`config.mk`:
```
export PLATFORM = sky130hd
export DESIGN_NAME = midi_track_event_parser_core_flat
export DESIGN_NICKNAME = d
export VERILOG_FILES = /design/src/sv/mtp_pkg.sv /design/src/sv/mtp_if.sv /design/src/sv/midi_track_event_parser_core.sv /design/src/sv/mtp_parser.sv /design/src/sv/mtp_ctrl.sv /design/src/sv/mtp_dp.sv /design/src/flat_wrapper.sv
export SDC_FILE = /design/constraint.sdc
export NUM_CORES = 2
export LEC_CHECK = 0
export ABC_AREA = 1
export ABC_CLOCK_PERIOD_IN_PS = 8450
export BUFFER_PORTS_ARGS = -buffer_cell sky130_fd_sc_hd__clkbuf_2
export CORE_MARGIN = 4
export CORE_UTILIZATION = 40
export CTS_BUF_LIST = sky130_fd_sc_hd__clkbuf_4 sky130_fd_sc_hd__clkbuf_8
export CTS_CLUSTER_SIZE = 28
export DETAILED_ROUTE_END_ITERATION = 8
export PLACE_DENSITY = 0.62
export SETUP_SLACK_MARGIN = 0.4
export SYNTH_ARGS = -nofsm -noshare
export SYNTH_HDL_FRONTEND = slang
export SYNTH_SLANG_ARGS = --single-unit
```
`constraint.sdc`:
```
create_clock -name clk -period 8.45 [get_ports clk]
set_clock_uncertainty 0.2 [all_clocks]
set_input_delay 1.2675 -clock clk [delete_from_list [all_inputs] [get_ports clk]]
set_output_delay 1.2675 -clock clk [all_outputs]
set_load 0.1 [all_outputs]
```
`src/sv/mtp_pkg.sv`:
```
`timescale 1ns / 1ps
// Types and constants shared by the format-0 MIDI track parser.
// No dependencies.
package mtp_pkg;

    typedef enum logic [4:0] {
        PH_IDLE, PH_HMAGIC, PH_HLEN, PH_HFMT, PH_HTRKS, PH_HDIV, PH_HSKIP,
        PH_TMAGIC, PH_TLEN, PH_DELTA, PH_STATUS, PH_NOTE, PH_VEL, PH_MTYPE,
        PH_MLEN, PH_MDATA, PH_SKIP2, PH_FINPEND
    } phase_t;

    typedef enum logic [1:0] {
        T_IDLE, T_MUL, T_DIV, T_DONE
    } tstate_t;

    localparam logic [1:0] KIND_NOTE_ON  = 2'd0;
    localparam logic [1:0] KIND_NOTE_OFF = 2'd1;
    localparam logic [1:0] KIND_FINISHED = 2'd2;
    localparam logic [1:0] KIND_ERROR    = 2'd3;

    localparam logic [1:0] ERR_FILE_HDR  = 2'd0;
    localparam logic [1:0] ERR_FORMAT    = 2'd1;
    localparam logic [1:0] ERR_TRACK_HDR = 2'd2;

    localparam logic [31:0] HDR_MAGIC = 32'h4D546864; // "MThd"
    localparam logic [31:0] TRK_MAGIC = 32'h4D54726B; // "MTrk"
    localparam logic [23:0] TEMPO_DEFAULT = 24'd500000;
    localparam logic [7:0]  META_STATUS = 8'hFF;
    localparam logic [7:0]  META_TEMPO  = 8'h51;
    localparam logic [3:0]  NIB_NOTE_ON  = 4'h9;
    localparam logic [3:0]  NIB_NOTE_OFF = 4'h8;
    localparam logic [47:0] TIME_MAX = 48'hFFFF_FFFF_FFFF;
    localparam int          PROD_W = 56;

    typedef struct packed {
        logic       valid;
        logic       timed;
        logic [1:0] kind;
        logic [1:0] err;
        logic [7:0] note;
        logic [7:0] vel;
    } result_t;

    typedef struct packed {
        logic load_plain;
        logic capture;
        logic mul;
        logic div_step;
        logic load_timed;
    } dp_cmd_t;

    function automatic logic [7:0] magic_byte(input logic trk, input logic [1:0] idx);
        logic [31:0] m;
        m = trk ? TRK_MAGIC : HDR_MAGIC;
        magic_byte = m[8 * (3 - idx) +: 8];
    endfunction

endpackage

```
`src/sv/mtp_if.sv`:
```
`timescale 1ns / 1ps
// Valid/ready channel interfaces for parser input bytes and result items.
// Depends on nothing.
interface mtp_in_if;
    logic       valid;
    logic       ready;
    logic [7:0] data_byte;
    logic       file_start;
    modport source (output valid, data_byte, file_start, input ready);
    modport sink (input valid, data_byte, file_start, output ready);
endinterface

interface mtp_out_if;
    logic        valid;
    logic        ready;
    logic [1:0]  event_kind;
    logic [1:0]  error_code;
    logic [7:0]  note_number;
    logic [7:0]  velocity;
    logic [47:0] time_us;
    modport source (output valid, event_kind, error_code, note_number, velocity, time_us,
                    input ready);
    modport sink (input valid, event_kind, error_code, note_number, velocity, time_us,
                  output ready);
endinterface

```
`src/sv/midi_track_event_parser_core.sv`:
```
`timescale 1ns / 1ps
// Format-0 MIDI file parser, top level: parser, controller and datapath.
// Depends on mtp_pkg, mtp_if, mtp_parser, mtp_ctrl, mtp_dp.
//
// Usage: item_in carries one file byte per item; file_start marks the first
// byte of a file and restarts all parse state. item_out carries note on/off,
// track finished and parse error items.
// Timing: errors and track-finished items appear in the cycle after the
// byte is accepted. A note item passes through a multiply step, the divide
// steps (one quotient bit per cycle in the restoring divider) and a load
// step, which waits while the result register is full.
// Throughput: one byte per cycle while the result register can take an item;
// after a velocity byte, input is held off while the note item is computed.
// Stall: the single result register holds its item until item_out.ready;
// no byte is taken while that register is full and not being drained.
// Reset: rst_n clears the parser to waiting for a file start, tempo
// 500000 us per quarter, and empties the result register.
module midi_track_event_parser_core
    import mtp_pkg::*;
(
    input logic   clk,
    input logic   rst_n,
    mtp_in_if.sink    item_in,
    mtp_out_if.source item_out
);

    result_t     res;
    dp_cmd_t     cmd;
    logic [31:0] ticks;
    logic [23:0] tempo;
    logic [15:0] tpq;
    logic        acc;

    assign acc = item_in.valid && item_in.ready;

    mtp_parser u_parser (
        .clk   (clk),
        .rst_n (rst_n),
        .acc   (acc),
        .b     (item_in.data_byte),
        .fs    (item_in.file_start),
        .res   (res),
        .ticks (ticks),
        .tempo (tempo),
        .tpq   (tpq)
    );

    mtp_ctrl u_ctrl (
        .clk       (clk),
        .rst_n     (rst_n),
        .in_valid  (item_in.valid),
        .in_ready  (item_in.ready),
        .out_valid (item_out.valid),
        .out_ready (item_out.ready),
        .res       (res),
        .cmd       (cmd)
    );

    mtp_dp u_dp (
        .clk     (clk),
        .cmd     (cmd),
        .res     (res),
        .ticks   (ticks),
        .tempo   (tempo),
        .tpq     (tpq),
        .kind    (item_out.event_kind),
        .err     (item_out.error_code),
        .note    (item_out.note_number),
        .vel     (item_out.velocity),
        .time_us (item_out.time_us)
    );

endmodule

```
`src/sv/mtp_parser.sv`:
```
`timescale 1ns / 1ps
// Byte-level parse state machine: header, track header and event walking.
// Depends on mtp_pkg.
module mtp_parser
    import mtp_pkg::*;
(
    input  logic        clk,
    input  logic        rst_n,
    input  logic        acc,
    input  logic [7:0]  b,
    input  logic        fs,
    output result_t     res,
    output logic [31:0] ticks,
    output logic [23:0] tempo,
    output logic [15:0] tpq
);

    phase_t      phase_reg, phase_next;
    logic [2:0]  fbc_reg, fbc_next;
    logic [31:0] hsl_reg, hsl_next;
    logic [15:0] tpq_reg, tpq_next;
    logic [31:0] tbl_reg, tbl_next;
    logic [27:0] qa_reg, qa_next;
    logic [31:0] ticks_reg, ticks_next;
    logic [23:0] tempo_reg, tempo_next;
    logic [7:0]  stat_reg, stat_next;
    logic [7:0]  note_reg, note_next;
    logic [7:0]  mt_reg, mt_next;
    logic [27:0] mbl_reg, mbl_next;
    logic [23:0] ta_reg, ta_next;

    always_ff @(posedge clk or negedge rst_n)
    begin
        if (!rst_n)
        begin
            phase_reg <= PH_IDLE;
            fbc_reg   <= '0;
            hsl_reg   <= '0;
            tpq_reg   <= '0;
            tbl_reg   <= '0;
            qa_reg    <= '0;
            ticks_reg <= '0;
            tempo_reg <= TEMPO_DEFAULT;
            stat_reg  <= '0;
            note_reg  <= '0;
            mt_reg    <= '0;
            mbl_reg   <= '0;
            ta_reg    <= '0;
        end
        else
        begin
            phase_reg <= phase_next;
            fbc_reg   <= fbc_next;
            hsl_reg   <= hsl_next;
            tpq_reg   <= tpq_next;
            tbl_reg   <= tbl_next;
            qa_reg    <= qa_next;
            ticks_reg <= ticks_next;
            tempo_reg <= tempo_next;
            stat_reg  <= stat_next;
            note_reg  <= note_next;
            mt_reg    <= mt_next;
            mbl_reg   <= mbl_next;
            ta_reg    <= ta_next;
        end
    end

    assign ticks = ticks_reg;
    assign tempo = tempo_reg;
    assign tpq   = tpq_reg;

    always_comb
    begin
        logic is_on;
        phase_next = phase_reg;
        fbc_next   = fbc_reg;
        hsl_next   = hsl_reg;
        tpq_next   = tpq_reg;
        tbl_next   = tbl_reg;
        qa_next    = qa_reg;
        ticks_next = ticks_reg;
        tempo_next = tempo_reg;
        stat_next  = stat_reg;
        note_next  = note_reg;
        mt_next    = mt_reg;
        mbl_next   = mbl_reg;
        ta_next    = ta_reg;
        res        = '0;
        is_on      = (stat_reg[7:4] == NIB_NOTE_ON);
        if (acc)
        begin
            if (fs)
            begin
                phase_next = PH_HMAGIC;
                fbc_next   = '0;
                hsl_next   = '0;
                tpq_next   = '0;
                tbl_next   = '0;
                qa_next    = '0;
                ticks_next = '0;
                tempo_next = TEMPO_DEFAULT;
                stat_next  = '0;
                note_next  = '0;
                mt_next    = '0;
                mbl_next   = '0;
                ta_next    = '0;
            end
            // track byte count runs down inside the event phases
            if (phase_next >= PH_DELTA && phase_next <= PH_SKIP2 && tbl_next != '0)
                tbl_next = tbl_next - 32'd1;

            unique case (phase_next)
                PH_HMAGIC, PH_TMAGIC:
                begin
                    if (b != magic_byte(phase_next == PH_TMAGIC, fbc_next[1:0]))
                    begin
                        res.valid = 1'b1;
                        res.kind  = KIND_ERROR;
                        res.err   = (phase_next == PH_HMAGIC) ? ERR_FILE_HDR : ERR_TRACK_HDR;
                        phase_next = PH_IDLE;
                    end
                    else if (fbc_next == 3'd3)
                    begin
                        fbc_next   = '0;
                        phase_next = (phase_next == PH_HMAGIC) ? PH_HLEN : PH_TLEN;
                    end
                    else
                        fbc_next = fbc_next + 3'd1;
                end
                PH_HLEN:
                begin
                    hsl_next = {hsl_next[23:0], b};
                    if (fbc_next == 3'd3)
                    begin
                        fbc_next   = '0;
                        hsl_next   = (hsl_next >= 32'd6) ? hsl_next - 32'd6 : '0;
                        qa_next    = '0;
                        phase_next = PH_HFMT;
                    end
                    else
                        fbc_next = fbc_next + 3'd1;
                end
                PH_HFMT:
                begin
                    qa_next = {12'd0, qa_next[7:0], b};
                    if (fbc_next == 3'd1)
                    begin
                        fbc_next = '0;
                        if (qa_next != '0)
                        begin
                            res.valid  = 1'b1;
                            res.kind   = KIND_ERROR;
                            res.err    = ERR_FORMAT;
                            phase_next = PH_IDLE;
                        end
                        else
                            phase_next = PH_HTRKS;
                    end
                    else
                        fbc_next = fbc_next + 3'd1;
                end
                PH_HTRKS:
                begin
                    if (fbc_next == 3'd1)
                    begin
                        fbc_next   = '0;
                        phase_next = PH_HDIV;
                    end
                    else
                        fbc_next = fbc_next + 3'd1;
                end
                PH_HDIV:
                begin
                    tpq_next = {tpq_next[7:0], b};
                    if (fbc_next == 3'd1)
                    begin
                        fbc_next   = '0;
                        phase_next = (hsl_next == '0) ? PH_TMAGIC : PH_HSKIP;
                    end
                    else
                        fbc_next = fbc_next + 3'd1;
                end
                PH_HSKIP:
                begin
                    if (hsl_next != '0)
                        hsl_next = hsl_next - 32'd1;
                    if (hsl_next == '0)
                        phase_next = PH_TMAGIC;
                end
                PH_TLEN:
                begin
                    tbl_next = {tbl_next[23:0], b};
                    if (fbc_next == 3'd3)
                    begin
                        fbc_next = '0;
                        qa_next  = '0;
                        if (tbl_next == '0)
                        begin
                            res.valid  = 1'b1;
                            res.kind   = KIND_FINISHED;
                            phase_next = PH_IDLE;
                        end
                        else
                            phase_next = PH_DELTA;
                    end
                    else
                        fbc_next = fbc_next + 3'd1;
                end
                PH_DELTA:
                begin
                    qa_next = {qa_next[20:0], b[6:0]};
                    if (!b[7])
                    begin
                        ticks_next = ticks_next + {4'd0, qa_next};
                        qa_next    = '0;
                        phase_next = PH_STATUS;
                    end
                end
                PH_STATUS:
                begin
                    stat_next = b;
                    if (b[7:4] == NIB_NOTE_ON || b[7:4] == NIB_NOTE_OFF)
                        phase_next = PH_NOTE;
                    else if (b == META_STATUS)
                        phase_next = PH_MTYPE;
                    else
                    begin
                        fbc_next   = '0;
                        phase_next = PH_SKIP2;
                    end
                end
                PH_NOTE:
                begin
                    note_next  = b;
                    phase_next = PH_VEL;
                end
                PH_VEL:
                begin
                    res.valid = 1'b1;
                    res.timed = 1'b1;
                    res.note  = note_next;
                    if (is_on && b != '0)
                    begin
                        res.kind = KIND_NOTE_ON;
                        res.vel  = b;
                    end
                    else
                    begin
                        res.kind = KIND_NOTE_OFF;
                        res.vel  = is_on ? 8'd0 : b;
                    end
                    qa_next    = '0;
                    phase_next = (tbl_next == '0) ? PH_FINPEND : PH_DELTA;
                end
                PH_MTYPE:
                begin
                    mt_next    = b;
                    qa_next    = '0;
                    phase_next = PH_MLEN;
                end
                PH_MLEN:
                begin
                    qa_next = {qa_next[20:0], b[6:0]};
                    if (!b[7])
                    begin
                        mbl_next = qa_next;
                        qa_next  = '0;
                        if (!(mt_next == META_TEMPO && mbl_next == 28'd3))
                            mt_next = '0;
                        ta_next = '0;
                        if (mbl_next == '0)
                        begin
                            phase_next = PH_DELTA;
                            if (tbl_next == '0)
                            begin
                                res.valid  = 1'b1;
                                res.kind   = KIND_FINISHED;
                                phase_next = PH_IDLE;
                            end
                        end
                        else
                            phase_next = PH_MDATA;
                    end
                end
                PH_MDATA:
                begin
                    if (mt_next == META_TEMPO)
                        ta_next = {ta_next[15:0], b};
                    if (mbl_next != '0)
                        mbl_next = mbl_next - 28'd1;
                    if (mbl_next == '0)
                    begin
                        if (mt_next == META_TEMPO)
                            tempo_next = ta_next;
                        qa_next    = '0;
                        phase_next = PH_DELTA;
                        if (tbl_next == '0)
                        begin
                            res.valid  = 1'b1;
                            res.kind   = KIND_FINISHED;
                            phase_next = PH_IDLE;
                        end
                    end
                end
                PH_SKIP2:
                begin
                    if (fbc_next == 3'd1)
                    begin
                        fbc_next   = '0;
                        qa_next    = '0;
                        phase_next = PH_DELTA;
                        if (tbl_next == '0)
                        begin
                            res.valid  = 1'b1;
                            res.kind   = KIND_FINISHED;
                            phase_next = PH_IDLE;
                        end
                    end
                    else
                        fbc_next = fbc_next + 3'd1;
                end
                PH_FINPEND:
                begin
                    res.valid  = 1'b1;
                    res.kind   = KIND_FINISHED;
                    phase_next = PH_IDLE;
                end
                default:
                begin
                    phase_next = PH_IDLE;
                end
            endcase
        end
    end

endmodule

```
`src/sv/mtp_ctrl.sv`:
```
`timescale 1ns / 1ps
// Controller: input handshake, result slot and multiply/divide sequencing.
// Depends on mtp_pkg.
module mtp_ctrl
    import mtp_pkg::*;
(
    input  logic    clk,
    input  logic    rst_n,
    input  logic    in_valid,
    output logic    in_ready,
    output logic    out_valid,
    input  logic    out_ready,
    input  result_t res,
    output dp_cmd_t cmd
);

    tstate_t    state_reg, state_next;
    logic [5:0] cnt_reg, cnt_next;
    logic       ov_reg, ov_next;
    logic       slot_free;

    always_ff @(posedge clk or negedge rst_n)
    begin
        if (!rst_n)
        begin
            state_reg <= T_IDLE;
            cnt_reg   <= '0;
            ov_reg    <= 1'b0;
        end
        else
        begin
            state_reg <= state_next;
            cnt_reg   <= cnt_next;
            ov_reg    <= ov_next;
        end
    end

    assign slot_free = !ov_reg || out_ready;
    assign out_valid = ov_reg;
    assign in_ready  = (state_reg == T_IDLE) && slot_free;

    always_comb
    begin
        state_next = state_reg;
        cnt_next   = cnt_reg;
        ov_next    = ov_reg && !out_ready;
        cmd        = '0;
        unique case (state_reg)
            T_IDLE:
            begin
                if (in_valid && in_ready && res.valid)
                begin
                    if (res.timed)
                    begin
                        cmd.capture = 1'b1;
                        state_next  = T_MUL;
                    end
                    else
                    begin
                        cmd.load_plain = 1'b1;
                        ov_next        = 1'b1;
                    end
                end
            end
            T_MUL:
            begin
                cmd.mul    = 1'b1;
                cnt_next   = '0;
                state_next = T_DIV;
            end
            T_DIV:
            begin
                cmd.div_step = 1'b1;
                cnt_next     = cnt_reg + 6'd1;
                if (cnt_reg == 6'(PROD_W - 1))
                    state_next = T_DONE;
            end
            T_DONE:
            begin
                if (slot_free)
                begin
                    cmd.load_timed = 1'b1;
                    ov_next        = 1'b1;
                    state_next     = T_IDLE;
                end
            end
            default:
            begin
                state_next = T_IDLE;
            end
        endcase
    end

endmodule

```
`src/sv/mtp_dp.sv`:
```
`timescale 1ns / 1ps
// Datapath: tick*tempo product, bit-serial divide by ticks per quarter,
// saturation and the result register. Depends on mtp_pkg.
module mtp_dp
    import mtp_pkg::*;
(
    input  logic        clk,
    input  dp_cmd_t     cmd,
    input  result_t     res,
    input  logic [31:0] ticks,
    input  logic [23:0] tempo,
    input  logic [15:0] tpq,
    output logic [1:0]  kind,
    output logic [1:0]  err,
    output logic [7:0]  note,
    output logic [7:0]  vel,
    output logic [47:0] time_us
);

    logic [31:0]       ticks_reg;
    logic [23:0]       tempo_reg;
    logic [15:0]       div_reg;
    logic [1:0]        ckind_reg;
    logic [7:0]        cnote_reg, cvel_reg;
    logic [PROD_W-1:0] quo_reg;
    logic [15:0]       rem_reg;
    logic [1:0]        kind_reg, err_reg;
    logic [7:0]        note_reg, vel_reg;
    logic [47:0]       time_reg;
    logic [16:0]       trial;
    logic [47:0]       time_sat;

    // one restoring-divide step: shift in next dividend bit, subtract if it fits
    assign trial    = {rem_reg, quo_reg[PROD_W-1]};
    assign time_sat = (div_reg == '0 || quo_reg[PROD_W-1:48] != '0) ? TIME_MAX
                      : quo_reg[47:0];

    always_ff @(posedge clk)
    begin
        if (cmd.capture)
        begin
            ticks_reg <= ticks;
            tempo_reg <= tempo;
            div_reg   <= tpq;
            ckind_reg <= res.kind;
            cnote_reg <= res.note;
            cvel_reg  <= res.vel;
        end
        if (cmd.mul)
        begin
            // full 56-bit product of the 32-bit ticks and 24-bit tempo
            quo_reg <= {24'd0, ticks_reg} * {32'd0, tempo_reg};
            rem_reg <= '0;
        end
        if (cmd.div_step)
        begin
            if (trial >= {1'b0, div_reg})
            begin
                rem_reg <= 16'(trial - {1'b0, div_reg});
                quo_reg <= {quo_reg[PROD_W-2:0], 1'b1};
            end
            else
            begin
                rem_reg <= trial[15:0];
                quo_reg <= {quo_reg[PROD_W-2:0], 1'b0};
            end
        end
        if (cmd.load_plain)
        begin
            kind_reg <= res.kind;
            err_reg  <= res.err;
            note_reg <= '0;
            vel_reg  <= '0;
            time_reg <= '0;
        end
        if (cmd.load_timed)
        begin
            kind_reg <= ckind_reg;
            err_reg  <= ERR_FILE_HDR;
            note_reg <= cnote_reg;
            vel_reg  <= cvel_reg;
            time_reg <= time_sat;
        end
    end

    assign kind    = kind_reg;
    assign err     = err_reg;
    assign note    = note_reg;
    assign vel     = vel_reg;
    assign time_us = time_reg;

endmodule
```
`src/flat_wrapper.sv`:
```
// flat-port wrapper written by rule: the top's interface ports become plain ports
module midi_track_event_parser_core_flat import mtp_pkg::*;
  (clk, rst_n, item_in_valid, item_in_data_byte, item_in_file_start, item_in_ready, item_out_valid, item_out_event_kind, item_out_error_code, item_out_note_number, item_out_velocity, item_out_time_us, item_out_ready);
  mtp_in_if item_in_i ();
  mtp_out_if item_out_i ();
  input logic clk;
  input logic rst_n;
  input wire logic [$bits(item_in_i.valid)-1:0] item_in_valid;
  input wire logic [$bits(item_in_i.data_byte)-1:0] item_in_data_byte;
  input wire logic [$bits(item_in_i.file_start)-1:0] item_in_file_start;
  output wire logic [$bits(item_in_i.ready)-1:0] item_in_ready;
  output wire logic [$bits(item_out_i.valid)-1:0] item_out_valid;
  output wire logic [$bits(item_out_i.event_kind)-1:0] item_out_event_kind;
  output wire logic [$bits(item_out_i.error_code)-1:0] item_out_error_code;
  output wire logic [$bits(item_out_i.note_number)-1:0] item_out_note_number;
  output wire logic [$bits(item_out_i.velocity)-1:0] item_out_velocity;
  output wire logic [$bits(item_out_i.time_us)-1:0] item_out_time_us;
  input wire logic [$bits(item_out_i.ready)-1:0] item_out_ready;
  assign item_in_i.valid = item_in_valid;
  assign item_in_i.data_byte = item_in_data_byte;
  assign item_in_i.file_start = item_in_file_start;
  assign item_in_ready = item_in_i.ready;
  assign item_out_valid = item_out_i.valid;
  assign item_out_event_kind = item_out_i.event_kind;
  assign item_out_error_code = item_out_i.error_code;
  assign item_out_note_number = item_out_i.note_number;
  assign item_out_velocity = item_out_i.velocity;
  assign item_out_time_us = item_out_i.time_us;
  assign item_out_i.ready = item_out_ready;
  midi_track_event_parser_core u_core (.clk(clk), .rst_n(rst_n), .item_in(item_in_i), .item_out(item_out_i));
endmodule
```
==> results.toml <==
[run]
maxCapViolations = 0

[clock_network]
tritoncts.num_buffers = 88
ctsHoldBuffers = 0
clk_latency_ns = 0.81
cts_num_sinks = 468
cts_tree = "built"
cts.reportedPaths.clkPinSlew_ns = 0.06
cts.path.max_buffers = 3
cts_htree_levels = 3
cts_root_buf = "clkbuf_8"

[sta]
tightest_slew_ns = 1.25
rsz0062_at_grt = "true"
hold_viol_final = 0
fmax_mhz = 130
fin_crit_sh = 0.910
setup_viol = 0
max_slew_margin = 0.167
period_needed_ns = 7.69
tns_ns = 0
finalMaxSlewViolations = 0

[synth]
yosysSeqAreaShare = 0.237
yosys_warnings = 0
synthCells = 7148
synth.area.mux_share = 0
syn_nets = 8065
synth_compound_gate_area_share = 0.105
yosys.area_share.adder = 0.299
yosysUniqueCellTypes = 67
synth_top_family_by_area = "adder cells"
synth_edf_count = 228
yosys.area_share.simple = 0.200
synth-async-reset-ratio = 0.509
syn_area_per_cell_um2 = 7.60
synth-xor-area-share = 0.0197
ys_seq_elements = 468
ys.flop_type = "dfrtp_1"
synth.cell_area_um2 = 54300

[global_route]
antenna_found_initial = 6
gr-usage-all-layers = 0.233
grt_start_max_net_pins = 90
grt_pass1_vias = 47500
grt_pass1_wl_um = 263000
gr-total-overflow = 0

[route]
drtIter0Drc = 3759
wirelength_um = 164000
num_vias = 46400
via_per_inst = 5.14
drtPass1Iterations = 6
wl_per_cell_um = 18.2
ant_nets = 0
drc_errors = 0

[final_layout]
syn_to_final_growth_pct = 8.66
nets = 8084
finalInstanceArea_um2 = 59000
drive_gt1_frac = 0.0699
final_cell_mix = "1757 x nand2_1, 1662 x inv_1, 660 x fa_1"
final_common_cell = "nand2_1"
largest_reg_flops = 56

[power_and_ir_drop]
swShare = 0.305
seqPwrFrac = 0.435
power.density_nw_per_um2 = 100
p_int_uw = 4120
pwr-share-clk = 0.416
ir_drop_v = 0.000142
p_switching_uw = 1810
p_leak_uw = 0.0321
pwr-share-comb = 0.149

[run_status]
outcome = "complete, no violations"

[worst_setup_path]
path_delay_family = "adder cells"
cpPeakStageDelay_ns = 0.56
path_class = "flip-flop to flip-flop"
cp-start-kind = "flip-flop"
end_kind = "flip-flop"
cp_max_fo = 7
cp.required_ns = 8.75
path_buf_inv = 8
arrival_ns = 7.99
slowest_stage = "fa_1"

[die]
rows = 134
io_pins = 83
initial_utilization = 0.405
die_y_um = 377
die_w_um = 377
core_um2 = 134000
die-area_um2 = 142000

[placed_design]
hpwlAfterDp_um = 127000
placed_area_um2 = 56800
io_buffer_count = 82
routabilityCongestion = 0.923

[worst_hold_path]
hold_class = "primary input to async pin"
==> power by group through the flow <==
stage	logic [uW]	registers [uW]	clock network [uW]
after detailed placement	877	2620	0
after global routing	980	2590	2640
after floorplan	549	2690	0
after global placement	869	2620	0
after CTS	880	2580	2540
final	885	2580	2470
==> through the flow <==
stage / utilization / worst slack (ns) / hold WS, ns / cells / total power, uW
global route: 0.440 / 0.393 / 0.256 / 9010 / 6210
finish: 0.440 / 0.760 / 0.245 / 9011 / 5930
detailed placement: 0.423 / 0.544 / 0.231 / 8819 / 3500
CTS: 0.438 / 0.456 / 0.230 / 8983 / 6000
floorplan: - / 0.914 / 0.225 / 7148 / 3240
global placement: 0.423 / 0.642 / 0.231 / 8819 / 3490
==> synth_stat cells (all sizes together), types with 9 or more instances <==
master,count,area [um2]
a31oi,41,257
nor4,30,188
o22ai,38,238
a21oi,262,1320
a2bb2oi,15,131
nand2,1775,6720
clkbuf,259,972
o21a,23,173
o221ai,10,87.6
nand4,43,269
inv,1674,6280
a221oi,24,210
a22oi,29,218
dfrtp,231,5780
or2,42,263
o21bai,9,67.6
xor2,84,736
edfxtp,228,6850
xnor2,38,333
o31ai,9,67.6
a21boi,12,90.1
buf,46,284
nor3,43,215
a211oi,18,135
ha,244,3050
o211ai,38,290
nor2,536,2090
nand3,212,1080
o21ai,407,2040
fa,660,13200
==> final timing paths <==
kind	startpoint	endpoint	slack, ns	cells past startpoint
setup / recovery	u_core.u_dp.tempo_reg[0]$_DFFE_PP_	u_core.u_dp.quo_reg[49]$_DFFE_PP_	0.76	29
hold / removal	rst_n	u_core.u_parser.tbl_reg[24]$_DFFE_PN0P_	0.25	1
setup reg to reg	u_core.u_dp.tempo_reg[0]$_DFFE_PP_	u_core.u_dp.quo_reg[49]$_DFFE_PP_	0.76	29
hold reg to reg	u_core.u_parser.tempo[11]$_DFFE_PN0P_	u_core.u_dp.tempo_reg[11]$_DFFE_PP_	0.25	0
max in group asynchronous	rst_n	u_core.u_parser.mbl_reg[14]$_DFFE_PN0P_	6.34	2
min in group clk	u_core.u_parser.tempo[11]$_DFFE_PN0P_	u_core.u_dp.tempo_reg[11]$_DFFE_PP_	0.25	0
==> metal layers <==
layer  part of all wire  wire [um]  global-route usage
met1               0.42      69100               0.303
met2               0.49      79800               0.403
met3              0.059       9690              0.0309
met4              0.034       5500              0.0775
met5            0.00016         26                   0
==> what timing repair did <==
action,in CTS,in global routing
gates resized for setup,0,8
setup buffers,0,26
endpoints found under the setup margin,0,21
==> cell families (layout without fill, tap and decap cells) <==
logic type               after synthesis  after routing
flip-flops                           468            468
AND/OR/NAND/NOR                     2691           2691
buffers and inverters               1987           2080
adder cells (fa/ha/maj)              904            904
other                                  0              2
XOR/XNOR                             122            122
AO/OA/AOI/OAI                        976            976
==> worst register-to-register path: cells and delay by family (launching register included) <==
kind	cells	cell delay (ns)
adder cells (fa/ha/maj)	8	3.99
flip-flops	1	0.53
AO/OA/AOI/OAI	7	1.38
AND/OR/NAND/NOR	6	0.68
buffers and inverters	8	0.64
==> final cells by class <==
cell class,instances,area [um2]
multi-input cells,4693,34000
clock inverters,32,298
repair buffers,234,1730
flip-flops and latches,468,12900
clock buffers,132,1650
well taps,1768,2210
inverters,1682,6320
diodes,2,5.00
fillers,13600,75100
Note: power is estimated with default switching activity, not from simulation.
